<file path="src/hdl/sat_pkg.sv">
`timescale 1ns / 1ps

package sat_pkg;

  // Default geometry
  localparam int unsigned DefaultDepth    = 256;
  localparam int unsigned DefaultKeyWidth = 64;

  // Fixed port widths
  localparam int unsigned FuncW    = 2;
  localparam int unsigned KeyInW   = 64;
  localparam int unsigned PosW     = 8;
  localparam int unsigned StatusW  = 3;
  localparam int unsigned SlotW    = 9;
  localparam int unsigned CfgIdxW  = 8;
  localparam int unsigned CfgDataW = 8;

  // Configuration register indexes
  localparam logic [CfgIdxW-1:0] RegKeySigned  = CfgIdxW'(0);
  localparam logic [CfgIdxW-1:0] RegUniqueKeys = CfgIdxW'(1);

  // Request codes
  typedef enum logic [FuncW-1:0] {
    FnSearch = 2'd0,
    FnInsert = 2'd1,
    FnDelKey = 2'd2,
    FnDelPos = 2'd3
  } func_e;

  // Response codes
  typedef enum logic [StatusW-1:0] {
    StatOk        = 3'd0,
    StatNotFound  = 3'd1,
    StatDuplicate = 3'd2,
    StatFull      = 3'd3,
    StatBadIndex  = 3'd4
  } status_e;

  // Key ordering from the compare unit: request key against stored key
  typedef enum logic [1:0] {
    OrdLt = 2'd0,
    OrdEq = 2'd1,
    OrdGt = 2'd2
  } ord_e;

  // One response beat
  typedef struct packed {
    status_e          status;
    logic             found;
    logic [SlotW-1:0] slot;
    logic [SlotW-1:0] entries;
  } result_t;

endpackage

</file>
<file path="src/hdl/sat_cmp.sv">
`timescale 1ns / 1ps

module sat_cmp #(
  parameter int unsigned KEY_WIDTH = sat_pkg::DefaultKeyWidth
) (
  input  logic [KEY_WIDTH-1:0] key_a_i,
  input  logic [KEY_WIDTH-1:0] key_b_i,
  input  logic                 key_signed_i,
  output sat_pkg::ord_e        ord_o
);
  import sat_pkg::*;

  logic [KEY_WIDTH-1:0] flip;
  logic [KEY_WIDTH-1:0] a_adj;
  logic [KEY_WIDTH-1:0] b_adj;

  // Two's complement order is unsigned order with the sign bit inverted
  assign flip  = {key_signed_i, {(KEY_WIDTH-1){1'b0}}};
  assign a_adj = key_a_i ^ flip;
  assign b_adj = key_b_i ^ flip;

  always_comb begin
    if (a_adj == b_adj) begin
      ord_o = OrdEq;
    end else if (a_adj > b_adj) begin
      ord_o = OrdGt;
    end else begin
      ord_o = OrdLt;
    end
  end

endmodule

</file>
<file path="config.mk">
export PLATFORM = sky130hd
export DESIGN_NAME = sat_cmp
export DESIGN_NICKNAME = d
export VERILOG_FILES = /design/src/hdl/sat_pkg.sv /design/src/hdl/sat_cmp.sv
export SDC_FILE = /design/constraint.sdc
export NUM_CORES = 1
export LEC_CHECK = 0
export BUFFER_PORTS_ARGS = -buffer_cell sky130_fd_sc_hd__buf_4
export CAP_MARGIN = 20
export CORE_ASPECT_RATIO = 0.75
export CORE_MARGIN = 5
export CORE_UTILIZATION = 46
export DETAILED_ROUTE_END_ITERATION = 7
export PLACE_DENSITY = 0.91
export SETUP_SLACK_MARGIN = 0.05
export SYNTH_ARGS = -nofsm -noshare
export SYNTH_HDL_FRONTEND = slang
export SYNTH_SLANG_ARGS = --single-unit
</file>
<file path="constraint.sdc">
create_clock -name vclk -period 6.2
set_clock_uncertainty 0.1 [all_clocks]
set_input_delay 0.62 -clock vclk [all_inputs]
set_output_delay 0.62 -clock vclk [all_outputs]
set_load 0.02 [all_outputs]
</file>
==> out/results.tsv, run 1 <==
metric	value	unit
hold_depth	5	
multi_input_area	0.00145	mm^2
crit_chain	buf_4 -> xor2_1 -> ha_1 -> nand4_1 -> or4_4 -> nand3b_4 -> nand3b_4 -> a21o_1 -> a21oi_2 -> buf_4	
ys_top_cells_by_area	ha_1, inv_1, a21oi_1	
track_usage	19.0	%
powerDensity	59.8	mW/mm^2
io_pins	131	
cts_setup_buffers	0	
synthMuxAreaShare	0	%
globalRoute.totalOverflow	0	
wl_met3	504	um
synthAdderAreaFrac	47.5	%
whs_endpoint	ord_o[0]	
ant_nets	0	
dieArea	0.00499	mm^2
slowest_delay	0.56	ns
outcome	finished, final reports clean	
slowest_stage	or4_4	
yosysTopAreaCellShare	47.5	%
drc	0	
critPathKind	in -> out	
netlist_instances	234	
io_buffer_count	131	
hold_path.startpoint	key_b_i[0]	
antenna_found_initial	0	
ir_worst_vdd	0.0406	mV
start_util	47.0	%
synth_simple_gate_area_share	20.6	%
cp-end-kind	primary output	
total_power	0.000164	W
timing.fmax	298	MHz
drv_slew	0	
dpl.hpwl	4850	um
slew_headroom	70.2	%
drtIter0Drc	33	
setup_viol	0	
grt_pass1_vias	2014	
arrival	2.64	ns
critPathBufInv	2	
synth_top_family_by_area	adder cells	
synth_xor_area_share	1.04	%
diodes	0	
n_sequential_cell	0	
crit_path_start_kind	primary input	
worstPathMaxFanout	3	
area_growth	62.2	%
layout-drive-gt1-share	38.4	%
routed_wirelength	4990	um
crit_family	simple AND/OR/NAND/NOR gates	
wl_met1	1890	um
required	5.48	ns
worst-path-stages	10	
vias	2021	
fp.dieH	62.4	um
ys_warn_count	0	
tightest_slew	0.443	ns
hold_violations	0	
hold_buffers	0	
tns	0	ns
static-leakage-power	1.73	nW
grt_max_degree	5	
die_w	79.9	um
rsz0062_at_grt	no	
hold_path_class	in -> out	
regArea	0	um^2
finalCritPeriodShare	54.1	%
place.gp.congestion	0.815	
fillers	290	
ys_seq_area_share	0	%
netlist_area	0.00169	mm^2
core	0.00359	mm^2
clkbuf_count	0	
dr_wl_met2	2540	um
synth_largest_area_cell	ha_1	
cts_resized	0	
ys_types	30	
highest_layer	met4	
synth.avg_cell_area	7.20	um^2
grt_pass1_wl	8020	um
cap_violations	0	
synth_compound_area_share	16.6	%
synthesis.nets	427	
dr.pass1.iters	4	
fin_nets	560	
period_minus_slack	3.36	ns
num_rows	19	
avgRoutedWirePerCell	12.0	um
vias_per_cell	4.85	
==> layout by cell type, fill, tap and decap left out <==
cell        n
nor2b_1     2
nand3b_4    2
nor4_1      2
xor2_1      1
a221oi_1    2
nor4_4      2
inv_1      64
nor3_1      2
a21o_2      1
and4_1      1
a21o_1      3
nand2_1    18
xnor2_1     1
a21oi_1    27
o21ai_0     6
nand2_4     1
or4_4       1
a222oi_1    1
nand4_1    11
buf_4     131
ha_1       64
a21oi_2     1
a31oi_1     1
nor2_1      5
o21ai_1     5
nand2b_1    1
a22oi_1     1
nand3_1     5
a211oi_1    1
nor2_2      1
and2_1      1
==> final cells by class <==
cell class | count | area share, %
Tap cell | 52 | 2.38
Timing Repair Buffer | 131 | 36.0
Inverter | 64 | 8.79
Multi-Input combinational cell | 170 | 52.9
==> per-layer routing <==
metal  track usage (%)  vias up
li1                  -     1073
met1              21.4      864
met2              36.9       78
met3              4.18        6
met4              2.11        0
met5                 0        -
==> cells by family after synthesis <==
| logic type | Yosys count |
|---|---|
| buffers and inverters | 64 |
| xor gates and xnor gates | 2 |
| adders and majority gates | 64 |
| and+or+nand+nor | 55 |
| AOI/OAI and AO/OA | 49 |
==> stage by stage <==
stage                     setup WS (ns)  instance area (um^2)  std cells  hold slack (ns)  util [%]
final                              2.84                  2730        417             1.71      76.2
after global routing               2.75                  2730        417             1.75      76.2
after floorplan                    3.06                  1690        234             1.48         -
after global placement             2.86                  2730        417             1.72      76.2
after CTS                          2.82                  2730        417             1.72      76.2
after detailed placement           2.83                  2730        417             1.73      76.2
==> power by group <==
group          internal [W]  leakage (nW)  switching [W]  total, W
clock                     0             0              0         0
combinational     0.0000954          1.73      0.0000682  0.000164
sequential                0             0              0         0
total             0.0000954          1.73      0.0000682  0.000164
==> how the worst max path moves through the flow <==
| stage | from | to | slack, ns |
|---|---|---|---|
| floorplan | key_signed_i | ord_o[1] | 3.06 |
| global placement | key_signed_i | ord_o[1] | 2.86 |
| detailed placement | key_signed_i | ord_o[1] | 2.83 |
| CTS | key_signed_i | ord_o[1] | 2.82 |
| global route | key_signed_i | ord_o[1] | 2.75 |
| finish | key_signed_i | ord_o[1] | 2.84 |
==> cell usage after synthesis (all sizes together) <==
library cell and instances:
ha 64, inv 64, a21oi 28, nand2 19
nand4 11, o21ai 11, nor2 6, nand3 5
a21o 4, nor4 4, a221oi 2, nand3b 2
nor2b 2, nor3 2, a211oi 1, a222oi 1
a22oi 1, a31oi 1, and2 1, and4 1
nand2b 1, or4 1, xnor2 1, xor2 1
(Power assumes the default switching activity.)
==> run 2, diff against run 1 <==
Settings changed: CORE_UTILIZATION 46 to 38, PLACE_DENSITY 0.91 to 0.81.
Clock period 6.2 ns to 2.82 ns, I/O delays scaled along.
==> out/results.tsv, run 2 (synthesized netlist as in run 1, its figures left out) <==
metric	value	unit
outcome	finished, final reports clean	
grt_pass1_vias	2008	
io_buffer_count	131	
cp-end-kind	primary output	
n_sequential_cell	0	
io_pins	131	
dpl.hpwl	4900	um
routed_wirelength	5070	um
diodes	0	
hold_buffers	0	
ir_worst_vdd	0.0630	mV
tns	0	ns
rsz0062_at_grt	no	
pwr-share-clk	0	%
place.gp.congestion	0.836	
whs_endpoint	ord_o[0]	
grt_max_degree	5	
final_cell_mix	buf_4, inv_1, ha_1	
internal_power	0.000210	W
critPathBufInv	2	
met2_usage	31.5	%
hold_violations	0	
pwr-share-seq	0	%
grt_pass1_wl	7800	um
required	2.44	ns
crit_chain	buf_4 -> xor2_1 -> ha_1 -> nand4_1 -> or4_4 -> nand3b_4 -> nand3b_4 -> a21o_1 -> a21oi_2 -> buf_4	
slowest_stage	or4_4	
static-leakage-power	1.73	nW
finalCritPeriodShare	92.1	%
total_power	0.000361	W
globalRoute.totalOverflow	0	
crit_family	simple AND/OR/NAND/NOR gates	
worstPathMaxFanout	3	
arrival	2.22	ns
hold_path_class	in -> out	
drc	0	
critPathKind	in -> out	
drtIter0Drc	19	
net-switching-power	0.000151	W
avgRoutedWirePerCell	12.0	um
setup_viol	0	
tightest_slew	0.454	ns
crit_path_start_kind	primary input	
vias_per_cell	4.84	
grt_busiest_layer	met2	
drv_slew	0	
use_met3	4.88	%
final_common_cell	buf_4	
pwr-share-comb	100.0	%
met1_usage	17.2	%
slowest_delay	0.45	ns
cap_violations	0	
core	0.00439	mm^2
num_rows	21	
fp.dieH	67.7	um
timing.fmax	385	MHz
antenna_found_initial	0	
ant_nets	0	
slew_headroom	69.5	%
track_usage	15.7	%
cts_resized	0	
regArea	0	um^2
dieArea	0.00588	mm^2
vias	2049	
hold_depth	5	
fillers	403	
fin_nets	561	
start_util	38.4	%
layout-drive-gt1-share	38.5	%
die_w	86.9	um
powerDensity	131	mW/mm^2
period_minus_slack	2.60	ns
clkbuf_count	0	
dr.pass1.iters	4	
area_growth	63.0	%
multi_input_area	0.00145	mm^2
hold_path.startpoint	key_b_i[0]	
swShare	41.8	%
-- run 2: cell types whose count changed in the layout (fill, tap and decap cells not counted), sizes merged --
cell / delta
buf: +1
-- run 2: worst max path at each step --
stage                       startpoint        to  slack (ns)  cells after the start
after floorplan           key_signed_i  ord_o[1]        0.36                      8
after global placement    key_signed_i  ord_o[1]        0.13                     10
after detailed placement  key_signed_i  ord_o[1]         0.1                     10
after CTS                 key_signed_i  ord_o[1]         0.1                     10
after global routing      key_signed_i  ord_o[1]        0.12                     10
final                     key_signed_i  ord_o[1]        0.22                     10
-- run 2: final cells by class --
cell class	count	share of cell area, %
tap	57	2.60
timing repair buffer	132	36.1
inverter	64	8.74
multi-input combinational	170	52.6
-- run 2: what timing repair did --
item,4_1_cts,5_1_grt
hold endpoints to repair,0,0
setup buffers,0,1
endpoints found under the setup margin,0,1
-- run 2: stage by stage --
step / worst slack (ns) / instance area [um^2] / std cells / util (%) / hold slack (ns)
final: 0.223 / 2750 / 423 / 62.6 / 1.03
after global routing: 0.120 / 2750 / 423 / 62.6 / 1.06
after CTS: 0.0965 / 2740 / 422 / 62.4 / 1.04
after detailed placement: 0.0961 / 2740 / 422 / 62.4 / 1.04
after global placement: 0.131 / 2740 / 422 / 62.4 / 1.03
after floorplan: 0.357 / 1690 / 234 / - / 0.807
-- run 2: power groups by stage --
stage | logic, W | clock network, W | registers, W
2_1_floorplan | 0.000175 | 0 | 0
3_3_place_gp | 0.000350 | 0 | 0
3_5_place_dp | 0.000362 | 0 | 0
4_1_cts | 0.000364 | 0 | 0
5_1_grt | 0.000409 | 0 | 0
6_report | 0.000361 | 0 | 0
-- run 2: metal layers --
metal	part of all wire (%)	wire (um)	vias up
met3	13	680	0
met4	0	0	0
met2	49	2480	84
met1	38	1910	890
met5	0	0	-
li1	-	-	1075
==> run 3, diff against run 2 <==
==> constraint.sdc (replaced) <==
create_clock -name vclk -period 2.82
set_clock_uncertainty 0.1 [all_clocks]
set_input_delay 0.141 -clock vclk [all_inputs]
set_output_delay 0.141 -clock vclk [all_outputs]
set_load 0.02 [all_outputs]
==> out/results.tsv, run 3 (synthesized netlist as in run 1, its figures left out) <==
metric	value	unit
regArea	0	um^2
crit_path_start_kind	primary input	
slew_headroom	72.4	%
rsz0062_at_grt	no	
final_common_cell	buf_4	
powerDensity	131	mW/mm^2
ir_worst_vdd	0.0632	mV
clkbuf_count	0	
stdcell_area	0.00274	mm^2
layout-drive-gt1-share	38.4	%
final_cell_mix	buf_4, inv_1, ha_1	
hold_path_class	in -> out	
grt_pass1_vias	2004	
placed_cells	422	
num_rows	21	
drc	0	
required	2.58	ns
multi_input_area	0.00145	mm^2
dpl.hpwl	4950	um
io_pins	131	
io_buffer_count	131	
dr.pass1.iters	4	
cap_violations	0	
setup_viol	0	
cp-end-kind	primary output	
drtIter0Drc	18	
fp.dieH	67.7	um
period_minus_slack	2.44	ns
dpl_cell_area	0.00274	mm^2
worstPathMaxFanout	3	
globalRoute.totalOverflow	0	
place.gp.congestion	0.836	
diodes	0	
dieArea	0.00588	mm^2
start_util	38.4	%
vias	2061	
avgRoutedWirePerCell	12.1	um
core	0.00439	mm^2
hold_violations	0	
hold_buffers	0	
fin_nets	560	
vias_per_cell	4.88	
ant_nets	0	
arrival	2.20	ns
outcome	finished, final reports clean	
finalCritPeriodShare	86.4	%
static-leakage-power	1.73	nW
cts_setup_buffers	0	
antenna_found_initial	0	
fillers	413	
cts_resized	0	
stdcell_count	422	
track_usage	16.1	%
critPathKind	in -> out	
n_sequential_cell	0	
routed_wirelength	5120	um
grt_max_degree	5	
grt_pass1_wl	7970	um
timing.fmax	410	MHz
tightest_slew	0.411	ns
drv_slew	0	
tns	0	ns
die_w	86.9	um
area_growth	62.6	%
-- run 3: area by class of cell --
cell class / instances / area share (%)
timing repair buffer: 131 / 35.9
inverter: 64 / 8.77
tap: 57 / 2.60
multi-input combinational: 170 / 52.7
-- run 3: path summary, 6_finish.rpt --
check,start,end,slack [ns],cells past startpoint
setup / recovery,key_signed_i,ord_o[1],0.38,10
hold / removal,key_b_i[0],ord_o[0],0.75,5
-- run 3: per-layer routing --
layer	track usage, %	vias up	share of wire, %
met1	18.5	907	39
met3	4.02	0	11
li1	-	1074	-
met4	0	0	0
met2	31.9	80	49
met5	0	-	0
-- run 3: critical path, cell delays in order --
cell and delay [ns]:
buf_4 0.12, xor2_1 0.15, ha_1 0.29, nand4_1 0.13, or4_4 0.57, nand3b_4 0.17, nand3b_4 0.17, a21o_1 0.17
a21oi_2 0.13, buf_4 0.15
-- run 3: report_power, final --
part           total [W]  leakage, nW  internal, W  switching (W)
registers              0            0            0              0
clock network          0            0            0              0
logic           0.000360         1.73     0.000209       0.000151
total           0.000360         1.73     0.000209       0.000151
-- run 3: metrics by stage --
stage | util (%) | power (W) | hold slack, ns | setup slack, ns
after floorplan | - | 0.000175 | 0.525 | 0.639
after global placement | 62.4 | 0.000350 | 0.745 | 0.413
after detailed placement | 62.4 | 0.000363 | 0.756 | 0.381
after CTS | 62.4 | 0.000365 | 0.755 | 0.381
after global routing | 62.4 | 0.000411 | 0.780 | 0.302
final | 62.4 | 0.000360 | 0.749 | 0.384
